$ cat src/rtl/msp_cfp_pkg.sv
// Package with the types and constants of the frame parser.
package msp_cfp_pkg;

    localparam logic [7:0] HDR0 = 8'h24;
    localparam logic [7:0] HDR1 = 8'h4D;
    localparam logic [7:0] HDR2 = 8'h3C;

    localparam logic [8:0] POS_HUNT   = 9'd0;
    localparam logic [8:0] POS_HDR1   = 9'd1;
    localparam logic [8:0] POS_HDR2   = 9'd2;
    localparam logic [8:0] POS_LENGTH = 9'd3;
    localparam logic [8:0] POS_CMD    = 9'd4;
    localparam logic [8:0] POS_PL_LO  = 9'd5;
    localparam logic [8:0] POS_PL_HI  = 9'd12;

    localparam logic [8:0] FRAME_OVERHEAD = 9'd6;

    localparam logic [15:0] STICK_HIGH   = 16'd1900;
    localparam logic [15:0] STICK_LOW    = 16'd1100;
    localparam logic [15:0] STICK_CENTER = 16'd1500;

    localparam int unsigned CFG_INDEX_W = 3;
    localparam logic [CFG_INDEX_W-1:0] CFG_CODE_STICKS       = 3'd0;
    localparam logic [CFG_INDEX_W-1:0] CFG_CODE_LOCK         = 3'd1;
    localparam logic [CFG_INDEX_W-1:0] CFG_CODE_UNLOCK       = 3'd2;
    localparam logic [CFG_INDEX_W-1:0] CFG_CODE_CALIBRATE    = 3'd3;
    localparam logic [CFG_INDEX_W-1:0] CFG_CODE_STATE_UPLOAD = 3'd4;

    localparam logic [7:0] RST_CODE_STICKS       = 8'd200;
    localparam logic [7:0] RST_CODE_LOCK         = 8'd201;
    localparam logic [7:0] RST_CODE_UNLOCK       = 8'd202;
    localparam logic [7:0] RST_CODE_CALIBRATE    = 8'd205;
    localparam logic [7:0] RST_CODE_STATE_UPLOAD = 8'd206;

    typedef struct packed {
        logic        frame_good;
        logic        frame_bad;
        logic [7:0]  command_seen;
        logic [15:0] throttle_chan;
        logic [15:0] yaw_chan;
        logic [15:0] pitch_chan;
        logic [15:0] roll_chan;
        logic        locked;
        logic        calibrate_pulse;
        logic        state_pulse;
        logic        link_ok;
    } t_result;

endpackage

$ cat src/rtl/msp_cfp_core.sv
// Frame state, command registers and the per-byte parse and dispatch logic.
module msp_cfp_core (
    input  logic                                i_clk,
    input  logic                                i_rst_n,
    input  logic                                i_cfg_we,
    input  logic [msp_cfp_pkg::CFG_INDEX_W-1:0] i_cfg_index,
    input  logic [7:0]                          i_cfg_data,
    input  logic                                i_accept,
    input  logic [7:0]                          i_rx_byte,
    output msp_cfp_pkg::t_result                o_result
);

    logic [7:0]  r_code_sticks, r_code_lock, r_code_unlock, r_code_cal, r_code_state;

    logic [8:0]  r_pos, n_pos;
    logic [7:0]  r_len, n_len;
    logic [7:0]  r_xor, n_xor;
    logic [7:0]  r_cmd, n_cmd;
    logic [7:0]  r_payload [8];
    logic [7:0]  n_payload [8];
    logic [15:0] r_chan [4];
    logic [15:0] n_chan [4];
    logic        r_lock, n_lock;

    logic [8:0]  pos_inc;
    logic [2:0]  slot;
    logic        good, bad, cal, st;

    assign pos_inc = r_pos + 9'd1;
    assign slot    = r_pos[2:0] - 3'd5;

    always_comb begin
        n_pos     = r_pos;
        n_len     = r_len;
        n_xor     = r_xor;
        n_cmd     = r_cmd;
        n_payload = r_payload;
        n_chan    = r_chan;
        n_lock    = r_lock;
        good      = 1'b0;
        bad       = 1'b0;
        cal       = 1'b0;
        st        = 1'b0;
        if (i_accept) begin
            if (r_pos == msp_cfp_pkg::POS_HUNT) begin
                if (i_rx_byte == msp_cfp_pkg::HDR0) begin
                    n_pos = msp_cfp_pkg::POS_HDR1;
                end
            end else if (r_pos == msp_cfp_pkg::POS_HDR1) begin
                n_pos = (i_rx_byte == msp_cfp_pkg::HDR1) ? msp_cfp_pkg::POS_HDR2
                                                         : msp_cfp_pkg::POS_HUNT;
            end else if (r_pos == msp_cfp_pkg::POS_HDR2) begin
                n_pos = (i_rx_byte == msp_cfp_pkg::HDR2) ? msp_cfp_pkg::POS_LENGTH
                                                         : msp_cfp_pkg::POS_HUNT;
            end else begin
                if (r_pos == msp_cfp_pkg::POS_LENGTH) begin
                    n_xor = 8'd0;
                    n_len = i_rx_byte;
                end
                if (r_pos == msp_cfp_pkg::POS_CMD) begin
                    n_cmd = i_rx_byte;
                end
                if (r_pos >= msp_cfp_pkg::POS_PL_LO && r_pos <= msp_cfp_pkg::POS_PL_HI) begin
                    n_payload[slot] = i_rx_byte;
                end
                // The checksum byte sits at position length + 5.
                if (pos_inc >= {1'b0, n_len} + msp_cfp_pkg::FRAME_OVERHEAD) begin
                    n_pos = msp_cfp_pkg::POS_HUNT;
                    if (i_rx_byte == n_xor) begin
                        good = 1'b1;
                        if (n_cmd == r_code_sticks) begin
                            for (int k = 0; k < 4; k++) begin
                                n_chan[k] = {n_payload[2*k+1], n_payload[2*k]};
                            end
                        end else if (n_cmd == r_code_lock) begin
                            n_lock = 1'b1;
                        end else if (n_cmd == r_code_unlock) begin
                            n_lock = 1'b0;
                        end else if (n_cmd == r_code_cal) begin
                            cal = 1'b1;
                        end else if (n_cmd == r_code_state) begin
                            st = 1'b1;
                        end
                    end else begin
                        bad = 1'b1;
                    end
                end else begin
                    n_xor = n_xor ^ i_rx_byte;
                    n_pos = pos_inc;
                end
            end
        end
    end

    always_comb begin
        o_result.frame_good      = good;
        o_result.frame_bad       = bad;
        o_result.command_seen    = n_cmd;
        o_result.throttle_chan   = n_chan[0];
        o_result.yaw_chan        = n_chan[1];
        o_result.pitch_chan      = n_chan[2];
        o_result.roll_chan       = n_chan[3];
        o_result.locked          = n_lock;
        o_result.calibrate_pulse = cal;
        o_result.state_pulse     = st;
        o_result.link_ok         = !(n_chan[0] > msp_cfp_pkg::STICK_HIGH &&
                                     n_chan[1] < msp_cfp_pkg::STICK_LOW &&
                                     n_chan[2] > msp_cfp_pkg::STICK_HIGH &&
                                     n_chan[3] > msp_cfp_pkg::STICK_HIGH);
    end

    always_ff @(posedge i_clk) begin
        if (!i_rst_n) begin
            r_code_sticks <= msp_cfp_pkg::RST_CODE_STICKS;
            r_code_lock   <= msp_cfp_pkg::RST_CODE_LOCK;
            r_code_unlock <= msp_cfp_pkg::RST_CODE_UNLOCK;
            r_code_cal    <= msp_cfp_pkg::RST_CODE_CALIBRATE;
            r_code_state  <= msp_cfp_pkg::RST_CODE_STATE_UPLOAD;
        end else if (i_cfg_we) begin
            case (i_cfg_index)
                msp_cfp_pkg::CFG_CODE_STICKS:       r_code_sticks <= i_cfg_data;
                msp_cfp_pkg::CFG_CODE_LOCK:         r_code_lock   <= i_cfg_data;
                msp_cfp_pkg::CFG_CODE_UNLOCK:       r_code_unlock <= i_cfg_data;
                msp_cfp_pkg::CFG_CODE_CALIBRATE:    r_code_cal    <= i_cfg_data;
                msp_cfp_pkg::CFG_CODE_STATE_UPLOAD: r_code_state  <= i_cfg_data;
                default: ;
            endcase
        end
    end

    always_ff @(posedge i_clk) begin
        if (!i_rst_n) begin
            r_pos  <= msp_cfp_pkg::POS_HUNT;
            r_len  <= 8'd0;
            r_xor  <= 8'd0;
            r_cmd  <= 8'd0;
            r_lock <= 1'b0;
            for (int k = 0; k < 8; k++) begin
                r_payload[k] <= 8'd0;
            end
            for (int k = 0; k < 4; k++) begin
                r_chan[k] <= msp_cfp_pkg::STICK_CENTER;
            end
        end else begin
            r_pos     <= n_pos;
            r_len     <= n_len;
            r_xor     <= n_xor;
            r_cmd     <= n_cmd;
            r_lock    <= n_lock;
            r_payload <= n_payload;
            r_chan    <= n_chan;
        end
    end

endmodule

$ cat src/rtl/msp_cfp_skid.sv
// Result register with one skid entry between the parser and the output channel.
module msp_cfp_skid (
    input  logic                 i_clk,
    input  logic                 i_rst_n,
    input  logic                 i_push,
    input  msp_cfp_pkg::t_result i_data,
    output logic                 o_full,
    output logic                 o_valid,
    input  logic                 i_stall,
    output msp_cfp_pkg::t_result o_data
);

    logic                 r_out_v, r_skid_v;
    msp_cfp_pkg::t_result r_out, r_skid;
    logic                 load;

    // The output register may take new data when it is empty or being drained.
    assign load    = !r_out_v || !i_stall;
    assign o_full  = r_skid_v;
    assign o_valid = r_out_v;
    assign o_data  = r_out;

    always_ff @(posedge i_clk) begin
        if (!i_rst_n) begin
            r_out_v  <= 1'b0;
            r_skid_v <= 1'b0;
        end else if (load) begin
            r_out_v  <= r_skid_v || i_push;
            r_skid_v <= 1'b0;
        end else if (i_push) begin
            r_skid_v <= 1'b1;
        end
    end

    always_ff @(posedge i_clk) begin
        if (load) begin
            r_out <= r_skid_v ? r_skid : i_data;
        end else if (i_push) begin
            r_skid <= i_data;
        end
    end

endmodule

$ cat src/rtl/msp_command_frame_parser_unit.sv
// Top level of the command frame parser: one received byte in, one result item out.
//
//  channel   direction  handshake                 payload
//  rx        in         i_rx_valid / o_rx_stall   i_rx_byte
//  res       out        o_res_valid / i_res_stall o_frame_good .. o_link_ok
//  cfg       in         i_cfg_we                  i_cfg_index, i_cfg_data
//
// One item is accepted per cycle while o_rx_stall is low; its result is registered in the result register,
// or in the skid entry when the result side stalls. The whole parse, checksum and dispatch for a byte is done
// in a single pass of the core. Synchronous active-low reset restores the command codes, channels (1500) and
// frame state. When the result side stalls, one more item is held in a skid entry, then o_rx_stall rises.
module msp_command_frame_parser_unit (
    input  logic                                i_clk,
    input  logic                                i_rst_n,
    input  logic                                i_cfg_we,
    input  logic [msp_cfp_pkg::CFG_INDEX_W-1:0] i_cfg_index,
    input  logic [7:0]                          i_cfg_data,
    input  logic                                i_rx_valid,
    output logic                                o_rx_stall,
    input  logic [7:0]                          i_rx_byte,
    output logic                                o_res_valid,
    input  logic                                i_res_stall,
    output logic                                o_frame_good,
    output logic                                o_frame_bad,
    output logic [7:0]                          o_command_seen,
    output logic [15:0]                         o_throttle_chan,
    output logic [15:0]                         o_yaw_chan,
    output logic [15:0]                         o_pitch_chan,
    output logic [15:0]                         o_roll_chan,
    output logic                                o_locked,
    output logic                                o_calibrate_pulse,
    output logic                                o_state_pulse,
    output logic                                o_link_ok
);

    logic                 accept;
    logic                 full;
    msp_cfp_pkg::t_result core_res, out_res;

    assign o_rx_stall = full;
    assign accept     = i_rx_valid && !full;

    msp_cfp_core u_core (
        .i_clk       (i_clk),
        .i_rst_n     (i_rst_n),
        .i_cfg_we    (i_cfg_we),
        .i_cfg_index (i_cfg_index),
        .i_cfg_data  (i_cfg_data),
        .i_accept    (accept),
        .i_rx_byte   (i_rx_byte),
        .o_result    (core_res)
    );

    msp_cfp_skid u_skid (
        .i_clk   (i_clk),
        .i_rst_n (i_rst_n),
        .i_push  (accept),
        .i_data  (core_res),
        .o_full  (full),
        .o_valid (o_res_valid),
        .i_stall (i_res_stall),
        .o_data  (out_res)
    );

    assign o_frame_good      = out_res.frame_good;
    assign o_frame_bad       = out_res.frame_bad;
    assign o_command_seen    = out_res.command_seen;
    assign o_throttle_chan   = out_res.throttle_chan;
    assign o_yaw_chan        = out_res.yaw_chan;
    assign o_pitch_chan      = out_res.pitch_chan;
    assign o_roll_chan       = out_res.roll_chan;
    assign o_locked          = out_res.locked;
    assign o_calibrate_pulse = out_res.calibrate_pulse;
    assign o_state_pulse     = out_res.state_pulse;
    assign o_link_ok         = out_res.link_ok;

endmodule

$ cat config.mk
export PLATFORM = sky130hd
export DESIGN_NAME = msp_command_frame_parser_unit
export DESIGN_NICKNAME = d
export VERILOG_FILES = /design/src/rtl/msp_cfp_pkg.sv /design/src/rtl/msp_cfp_core.sv /design/src/rtl/msp_cfp_skid.sv /design/src/rtl/msp_command_frame_parser_unit.sv
export SDC_FILE = /design/constraint.sdc
export NUM_CORES = 1
export LEC_CHECK = 0
export BUFFER_PORTS_ARGS = -buffer_cell sky130_fd_sc_hd__buf_2
export CAP_MARGIN = 10
export CORE_ASPECT_RATIO = 1.75
export CORE_MARGIN = 5
export CORE_UTILIZATION = 55
export DETAILED_ROUTE_END_ITERATION = 16
export PLACE_DENSITY_LB_ADDON = 0.1
export SLEW_MARGIN = 20
export SYNTH_ARGS = -nofsm -noshare
export SYNTH_HDL_FRONTEND = slang
export SYNTH_HIERARCHICAL = 1
export SYNTH_SLANG_ARGS = --single-unit
$ cat constraint.sdc
create_clock -name i_clk -period 8 [get_ports i_clk]
set_input_delay 0.4 -clock i_clk [delete_from_list [all_inputs] [get_ports i_clk]]
set_output_delay 0.4 -clock i_clk [all_outputs]
set_load 0.05 [all_outputs]
==> reports/metrics.cfg, run 1 <==
[synth]
yosys_warnings = 6
synth_top_family_by_area = simple AND/OR/NAND/NOR gates
synth_top_area_frac = 0.288
synthTopCellsByCount = nand2_1 (254), dfxtp_1 (204), a21oi_1 (194)
syn_nets = 1666
synth_xor_area_frac = 0.0301
synth.area.mux_share = 0.0931
postSynthCellCount = 1627
ys_seq_area_frac = 0.539
synth-compound-area-share = 0.113
post-synth-top-count-cell = nand2_1
synth-edff-count = 156
async_reset_ff_frac = 0
yosys.area_share.simple = 0.176
synthAdderAreaFrac = 0.0115
yosys.cell_types.count = 74
synthFlopType = dfxtp_1
syn_area_sq_um = 16300
synth.avg_cell_area_sq_um = 10.0
synth_top_area_cell = edfxtp_1
synthTopCellsByArea = edfxtp_1 (29%), dfxtp_1 (25%), a21oi_1 (6.0%)
synth_seq_cells = 360

[clock_tree]
clkLatencyLatePin_ns = 0.54
cts_sinks = 360
cts-buffers-inserted = 34
cts_tree = built
cts-root-buf = clkbuf_16
htreeDepth = 2
postCtsSetupBuffers = 0
cts.clk_slew.worst_paths_ns = 0.06
clock_path_buffers = 3
cts_resized = 0
cts_hold_buf = 0

[setup_path]
required_ns = 8.27
critPathKind = flop to flop
cp_max_fo = 62
critPathCaptureType = flop
regToRegSetupSlack_ns = 1.56
arrival_ns = 6.71
start_kind = flop

[grt]
grtUsageTotal = 0.242
grt_max_degree = 99
overflow = 0
antenna_found_initial = 1
grt_pass1_wl_um = 64000
grt_pass1_vias = 11691

[floorplan]
io-pin-count = 104
core_sq_um = 29300
num_rows = 83
die_w_um = 140
die_h_um = 238
start_util = 0.556
die_area_sq_um = 33300

[sta]
rsz0062_at_grt = no
slew_headroom = 0.307
setup_viol = 0
clock.fmax_mhz = 155
finalSetupTns_ns = 0
worst_slew_pin_slew_ns = 1.04
hold_viol_final = 0
finClkSkew_ns = 0.0216
post-route-period-util = 0.805
report.final.slew_viol_count = 0
fin_crit_ns = 6.44

[hold_path]
hp-class = primary input to flop

[pwr]
ir_drop_mv = 0.187
power.leakage_nw = 6.34
p_per_area_nw_per_um2 = 205

[layout]
area_delta_synth_final_pct = 10.1
final_core_util = 0.612
drive_above_1_share = 0.165
diodes = 0
nets = 1710

[route]
routed_wl_um = 41200
drt_first_iter_violations = 946
routedWlPerCell_um = 19.8
via_per_inst = 5.76
num_vias = 11972
drt-pass1-iter-count = 5
drc_errors = 0
ant_nets = 0

[place]
hpwl_um = 26900
portBuffers = 103
place.gp.congestion = 0.886

[status]
status = completed

[job]
cap_violations = 0

area by class of cell:
type,count,area (sq um)
fillers,2514,11400
flip-flops and latches,360,8770
multi-input cells,1136,6930
clock buffers,49,917
repair buffers,118,628
well taps,382,478
clock inverters,12,124
inverters,21,80.1
state kept, by name, summed over array words and instances (netlist names), 9 cells and up:
register / flops
u_skid/o_data: 78
u_skid/r_skid: 78
u_core/r_payload: 64
u_core/r_pos: 9
u_core/r_chan: 64
power by group:
part / internal [W] / switching (W) / total [W]
registers: 0.00194 / 0.0000120 / 0.00195
logic: 0.0000370 / 0.000144 / 0.000181
clock network: 0.000869 / 0.000673 / 0.00154
metrics by stage:
stage | hold slack (ns) | cells | area [sq um] | worst slack [ns] | total power, W
global route | 0.161 | 2078 | 17900 | 0.995 | 0.00379
CTS | 0.149 | 2078 | 17900 | 1.58 | 0.00371
global placement | 0.438 | 2017 | 16900 | 1.82 | 0.00217
detailed placement | 0.448 | 2017 | 16900 | 1.64 | 0.00217
finish | 0.169 | 2078 | 17900 | 1.56 | 0.00367
floorplan | 0.431 | 1627 | 16300 | 3.45 | 0.00211
cell families after synthesis:
family / Yosys count
AOI/OAI and AO/OA: 315
xor gates and xnor gates: 56
adders and majority gates: 15
buffers and inverters: 131
DFF: 360
muxes: 138
and+or+nand+nor: 612
worst paths after layout:
check | start | endpoint | depth (start not counted)
setup / recovery | u_core/r_pos[5] | u_skid/o_data[55] | 17
setup reg to reg | u_core/r_pos[5] | u_skid/o_data[55] | 17
hold / removal | i_cfg_data[4] | u_core/r_code_cal[4] | 3
hold reg to reg | u_core/r_payload[19] | u_core/r_payload[19] | 2
per-layer routing:
layer  share of wire  global-route usage  routed length (um)
met1            0.38               0.272               15600
met2            0.53               0.445               21700
met3           0.048              0.0332                1960
met4           0.048               0.118                1990
met5               0                   0                   0
critical path, stage by stage, from the launching register on:
cell	delay (ns)
dfxtp_1	0.37
nor4_2	0.69
and4_1	0.94
mux2i_1	0.26
ha_1	0.28
a21oi_1	0.27
nand3_1	0.13
xor2_1	0.15
nand2_1	0.06
o21ai_0	0.12
ha_1	0.33
o2111ai_1	0.11
a21oi_1	0.25
nand3_1	0.17
and4bb_4	0.92
buf_4	0.56
a21oi_1	0.21
mux2_2	0.31
cell usage in the layout (no fill, tap or decap), types with 7 or more instances in the layout:
master	n
nand2_1	253
dfxtp_1	203
a21oi_1	194
edfxtp_1	156
nor2_1	137
buf_2	103
mux2_2	71
nand3_1	60
mux2i_1	58
and2_1	49
clkbuf_16	34
o21ai_0	31
xor2_1	29
or2_1	28
xnor2_1	27
a21oi_2	19
inv_1	16
buf_4	15
ha_1	15
clkbuf_1	14
a31oi_1	13
and3_1	11
nor4_1	10
nand2b_1	9
mux2_4	9
clkinv_1	8
nand4_1	8
o211ai_1	8
a211oi_1	7
No activity file was read; power rests on OpenSTA's default activity.
==> run 2: changes to the inputs <==
==> constraint.sdc (replaced) <==
create_clock -name i_clk -period 6.55 [get_ports i_clk]
set_input_delay 0.3275 -clock i_clk [delete_from_list [all_inputs] [get_ports i_clk]]
set_output_delay 0.3275 -clock i_clk [all_outputs]
set_load 0.05 [all_outputs]
==> run 2 against run 1 <==
- critical path depth increased by 2
- fmax grew 18%
- first-iteration DRC count shrank 13%
- worst hold slack got worse by 0.062 ns
- sequential cell count stayed put
- die area unchanged
- register-to-register slack worse by 0.46 ns
- power is 22% higher
- utilization rose by 0.26 points
- combinational power grew 24%
==> reports/metrics.cfg, run 2 (same netlist as run 1, synthesis figures left out) <==
[status]
status = completed  ; unchanged

[sta]
finClkSkew_ns = 0.0146  ; was 0.0216 ns
setup_viol = 0  ; unchanged
rsz0062_at_grt = no  ; unchanged
clock.fmax_mhz = 183  ; was 155 MHz
slew_headroom = 0.292  ; was 0.307
hold_viol_final = 0  ; unchanged
report.final.slew_viol_count = 0  ; unchanged
finalSetupTns_ns = 0  ; unchanged
fin_crit_ns = 5.45  ; was 6.44 ns
post-route-period-util = 0.832  ; was 0.805
worst_slew_pin_slew_ns = 1.06  ; was 1.04 ns

[hold_path]
hp-class = primary input to flop  ; unchanged
whs_path_depth = 3  ; unchanged

[grt]
grt_pass1_vias = 12015  ; was 11,691
antenna_found_initial = 0  ; was 1
grt_pass1_wl_um = 65500  ; was 64,000 um
overflow = 0  ; unchanged
grtUsageTotal = 0.248  ; was 0.242
grt_max_degree = 78  ; was 99

[route]
ant_nets = 0  ; unchanged
drt-pass1-iter-count = 5  ; unchanged
routedWlPerCell_um = 20.0  ; was 19.8 um
drc_errors = 0  ; unchanged
num_vias = 12076  ; was 11,972
drt_first_iter_violations = 825  ; was 946
via_per_inst = 5.78  ; was 5.76
routed_wl_um = 41800  ; was 41,200 um

[layout]
multi_input_area_sq_um = 6930  ; unchanged
layout_commonest_cell = nand2_1  ; unchanged
layout_common_cells = nand2_1 (253), dfxtp_1 (203), a21oi_1 (194)  ; unchanged
diodes = 0  ; unchanged
finalInstanceArea_sq_um = 18000  ; was 17,900 sq um
ff_latch_area_sq_um = 8770  ; unchanged
final_core_util = 0.615  ; was 0.612
nets = 1720  ; was 1,710
fill_cells = 2552  ; was 2,514
drive_above_1_share = 0.172  ; was 0.165
area_delta_synth_final_pct = 10.6  ; was 10.1%

[place]
place.gp.congestion = 0.902  ; was 0.886
portBuffers = 103  ; unchanged
post_dp_cell_area_sq_um = 17000  ; was 16,900 sq um
hpwl_um = 27800  ; was 26,900 um

[floorplan]
core_sq_um = 29300  ; unchanged
io-pin-count = 104  ; unchanged
start_util = 0.556  ; unchanged
num_rows = 83  ; unchanged
die_area_sq_um = 33300  ; unchanged
die_w_um = 140  ; unchanged
die_h_um = 238  ; unchanged

[clock_tree]
clkLatencyLatePin_ns = 0.53  ; was 0.54 ns
postCtsSetupBuffers = 0  ; unchanged
cts-buffers-inserted = 34  ; unchanged
htreeDepth = 2  ; unchanged
clock_path_buffers = 3  ; unchanged
cts_hold_buf = 0  ; unchanged
cts-root-buf = clkbuf_16  ; unchanged
cts.clk_slew.worst_paths_ns = 0.07  ; was 0.06 ns
cts_sinks = 360  ; unchanged
cts_resized = 0  ; unchanged
cts_tree = built  ; unchanged

[job]
cap_violations = 0  ; unchanged

[setup_path]
cpMostUsedCell = a21oi_1  ; unchanged
arrival_ns = 5.72  ; was 6.71 ns
critPathCapture = u_skid/o_data[41]  ; was u_skid/o_data[55]
cp-startpoint = u_core/r_pos[5]  ; unchanged
regToRegSetupSlack_ns = 1.10  ; was 1.56 ns
required_ns = 6.82  ; was 8.27 ns
cp_max_fo = 48  ; was 62
cp_slowest_cell = and4bb_4  ; was and4_1
rr_worst_depth = 19  ; was 17
r2r-end = u_skid/o_data[41]  ; was u_skid/o_data[55]
cp_cell_sequence = nor4_2 > nand4_1 > buf_4 > nor2_1 > a21oi_1 > ha_1 > a21oi_1 > nand3_1 > xor2_1 > nand2_1 > o21ai_0 > ha_1 > o2111ai_1 > a21oi_1 > nand3_1 > and4bb_4 > buf_4 > a21oi_1 > mux2_2  ; was nor4_2 > and4_1 > mux2i_1 > ha_1 > a21oi_1 > nand3_1 > xor2_1 > nand2_1 > o21ai_0 > ha_1 > o2111ai_1 > a21oi_1 > nand3_1 > and4bb_4 > buf_4 > a21oi_1 > mux2_2
reg2reg_from = u_core/r_pos[5]  ; unchanged
critPathKind = flop to flop  ; unchanged
start_kind = flop  ; unchanged
slowest_delay_ns = 0.81  ; was 0.94 ns
critPathCaptureType = flop  ; unchanged

[pwr]
totalPowerFinal_w = 0.00448  ; was 0.00367 W
ir_drop_mv = 0.269  ; was 0.187 mV
power.leakage_nw = 6.39  ; was 6.34 nW
p_per_area_nw_per_um2 = 249  ; was 205 nW/um^2

run 2: cell count changes in the layout (fill, tap and decap cells not counted), sizes merged:
cell      change
clkinv        +4
clkbuf        -4
buf          +10
bufinv        -1
inv           -1
clkinvlp      +2
run 2: how the worst min path moves through the flow:
stage	start	to	slack [ns]
finish	i_cfg_data[0]	u_core/r_code_sticks[0]	0.11
global route	i_cfg_data[5]	u_core/r_code_sticks[5]	0.09
detailed placement	u_core/r_payload[55]	u_core/r_payload[55]	0.44
global placement	u_core/r_payload[21]	u_core/r_payload[21]	0.44
CTS	i_cfg_data[5]	u_core/r_code_sticks[5]	0.09
floorplan	u_core/r_payload[55]	u_core/r_payload[55]	0.43
run 2: stage by stage:
step	setup slack [ns]	hold slack (ns)	cells
6_report	1.10	0.107	2088
5_1_grt	0.686	0.0900	2088
4_1_cts	1.14	0.0907	2088
3_5_place_dp	1.14	0.443	2027
3_3_place_gp	1.31	0.439	2027
2_1_floorplan	2.00	0.431	1627
run 2: report_power, final:
part	internal, W	switching (W)
Sequential	0.00236	0.0000141
Combinational	0.0000476	0.000178
Clock	0.00104	0.000840
Total	0.00345	0.00103
run 2: worst max-delay path: cells and delay by family (launching register included):
family	cells	cell delay, ns
xor+xnor	1	0.15
simple gates	7	2.20
compound gates	6	0.95
buf+inv	2	0.63
fa+ha+maj	2	0.56
mux	1	0.28
flops	1	0.37
run 2: metal layers:
layer,share of wire,GRT usage
met1,0.37,0.278
met2,0.53,0.457
met3,0.045,0.0318
met4,0.053,0.126
met5,0,0
run 2: layout make-up:
class / count / share of cell area
inverters: 21 / 0.00445
repair buffers: 128 / 0.0391
well taps: 382 / 0.0265
flip-flops and latches: 360 / 0.487
clock buffers: 45 / 0.0513
multi-input cells: 1136 / 0.385
clock inverters: 16 / 0.00660
==> run 3: changes to the inputs <==
==> constraint.sdc (replaced) <==
create_clock -name i_clk -period 5.3 [get_ports i_clk]
set_input_delay 0.265 -clock i_clk [delete_from_list [all_inputs] [get_ports i_clk]]
set_output_delay 0.265 -clock i_clk [all_outputs]
set_load 0.05 [all_outputs]
==> run 3 against run 2 <==
- clock power grew 26%
- register-to-register slack lost 0.62 ns
- combinational power increased by 26%
- power increased by 25%
- global-route usage decreased by 0.24 points
- clock skew is 0.0024 ns lower
- sequential cell count did not move
- final cell count rose by 0.67%
- critical path type unchanged
- largest power group unchanged
- highest routed layer unchanged
==> reports/metrics.cfg, run 3 (same netlist as run 1, synthesis figures left out) <==
[status]
status = completed  ; unchanged

[sta]
worst_slew_pin_slew_ns = 1.10  ; was 1.06 ns
post-route-period-util = 0.910  ; was 0.832
fin_crit_ns = 4.82  ; was 5.45 ns
holdWs_ns = 0.0109  ; was 0.107 ns
clock.fmax_mhz = 207  ; was 183 MHz
report.final.slew_viol_count = 0  ; unchanged
slew_headroom = 0.265  ; was 0.292
finalSetupTns_ns = 0  ; unchanged
finClkSkew_ns = 0.0122  ; was 0.0146 ns
hold_viol_final = 0  ; unchanged
setup_viol = 0  ; unchanged
rsz0062_at_grt = no  ; unchanged

[setup_path]
arrival_ns = 5.15  ; was 5.72 ns
cp_max_fo = 60  ; was 48
cpLargestDelayFamily = simple AND/OR/NAND/NOR gates  ; unchanged
cp_slowest_cell = and4bb_4  ; unchanged
required_ns = 5.63  ; was 6.82 ns
cpMostUsedCell = a21oi_1  ; unchanged
cp_cell_sequence = nor4_2 > nand4_1 > buf_4 > nor2_1 > a21oi_1 > a21oi_1 > a21boi_0 > xor2_1 > ha_1 > a21o_1 > a211oi_1 > a21oi_1 > nand3_1 > and4bb_4 > buf_12 > a21oi_1 > mux2_2  ; was nor4_2 > nand4_1 > buf_4 > nor2_1 > a21oi_1 > ha_1 > a21oi_1 > nand3_1 > xor2_1 > nand2_1 > o21ai_0 > ha_1 > o2111ai_1 > a21oi_1 > nand3_1 > and4bb_4 > buf_4 > a21oi_1 > mux2_2
slowest_delay_ns = 0.69  ; was 0.81 ns
critPathCaptureType = flop  ; unchanged
critPathKind = flop to flop  ; unchanged
path_buf_inv = 2  ; unchanged
start_kind = flop  ; unchanged

[floorplan]
die_h_um = 238  ; unchanged
die_area_sq_um = 33300  ; unchanged
io-pin-count = 104  ; unchanged
core_sq_um = 29300  ; unchanged
start_util = 0.556  ; unchanged
num_rows = 83  ; unchanged
die_w_um = 140  ; unchanged

[place]
place.gp.congestion = 0.916  ; was 0.902
hpwl_um = 28000  ; was 27,800 um
placed_cells = 2042  ; was 2,027
portBuffers = 103  ; unchanged

[route]
routedWlPerCell_um = 20.0  ; about the same
via_per_inst = 5.75  ; was 5.78
drt_first_iter_violations = 645  ; was 825
num_vias = 12091  ; was 12,076
drt-pass1-iter-count = 5  ; unchanged
ant_nets = 0  ; unchanged
routed_wl_um = 42000  ; was 41,800 um
drc_errors = 0  ; unchanged

[pwr]
ir_drop_mv = 0.251  ; was 0.269 mV
power.leakage_nw = 6.48  ; was 6.39 nW
p_per_area_nw_per_um2 = 307  ; was 249 nW/um^2

[clock_tree]
cts_tree = built  ; unchanged
clkLatencyLatePin_ns = 0.57  ; was 0.53 ns
htreeDepth = 1  ; was 2
clock_path_buffers = 3  ; unchanged
cts-root-buf = clkbuf_16  ; unchanged
cts-buffers-inserted = 31  ; was 34
cts_resized = 0  ; unchanged
cts_sinks = 360  ; unchanged
cts.clk_slew.worst_paths_ns = 0.07  ; about the same

[job]
cap_violations = 0  ; unchanged

[grt]
overflow = 0  ; unchanged
antenna_found_initial = 0  ; unchanged
grtUsageTotal = 0.246  ; was 0.248
grt_pass1_vias = 12005  ; was 12,015
grt_pass1_wl_um = 65200  ; was 65,500 um
grt_max_degree = 81  ; was 78

[layout]
nets = 1734  ; was 1,720
stdcell_count = 2102  ; was 2,088
layout_common_cells = nand2_1 (253), dfxtp_1 (203), a21oi_1 (194)  ; unchanged
diodes = 0  ; unchanged
layout_commonest_cell = nand2_1  ; unchanged
drive_above_1_share = 0.180  ; was 0.172
area_delta_synth_final_pct = 11.8  ; was 10.6%

[hold_path]
hp-class = primary input to flop  ; unchanged

## run 3: changes by cell type in the layout (fill, tap and decap cells not counted), sizes merged
cell | before | now
buf | 128 | 143
clkbuf | 45 | 37
bufinv | 1 | 5
dlygate4sd3 | 0 | 2
clkinv | 17 | 18
## run 3: area by class of cell
type                    count  area, sq um
clock buffers              37          818
clock inverters            21          236
fillers                  2512        11100
inverters                  21         80.1
multi-input cells        1136         6940
flip-flops and latches    360         8770
well taps                 382          478
repair buffers            145          881
## run 3: repair_timing
item                                   4_1_cts  5_1_grt
endpoints found under the hold margin        5        0
hold buffers                                 2        0
buffers inserted                             0        0
## run 3: worst paths after layout
path,startpoint,slack (ns),cells after the start,to
worst max-delay path,u_core/r_pos[5],0.48,17,u_skid/o_data[62]
worst min register to register,u_core/r_payload[21],0.46,2,u_core/r_payload[21]
worst max register to register,u_core/r_pos[5],0.48,17,u_skid/o_data[62]
worst min-delay path,i_cfg_data[0],0.01,3,u_core/r_code_unlock[0]
## run 3: layer usage
metal  vias to the layer above  track usage  wire, um
li1                       5817            -         -
met1                      5766        0.270     15300
met2                       386        0.458     22200
met3                       122       0.0294      2090
met4                         0        0.130      2350
met5                         -            0         0
## run 3: stage by stage
| stage | total power, W | instance area, sq um | util | worst slack (ns) |
|---|---|---|---|---|
| 4_1_cts | 0.00562 | 18200 | 0.622 | 0.505 |
| 3_3_place_gp | 0.00328 | 17100 | 0.584 | 0.577 |
| 3_5_place_dp | 0.00328 | 17100 | 0.585 | 0.513 |
| 5_1_grt | 0.00576 | 18200 | 0.622 | 0.108 |
| 2_1_floorplan | 0.00318 | 16300 | - | 0.746 |
| 6_report | 0.00558 | 18200 | 0.622 | 0.476 |
## run 3: tightest hold or removal path, delay by kind of cell
family,cells,cell delay (ns)
compound gates,1,0.05
buf+inv,1,0.16
simple gates,1,0.07
## run 3: power by group
part	internal (W)	switching (W)	total, W
Clock	0.00134	0.00102	0.00236
Sequential	0.00292	0.0000176	0.00294
Combinational	0.0000622	0.000221	0.000283
Total	0.00433	0.00126	0.00558
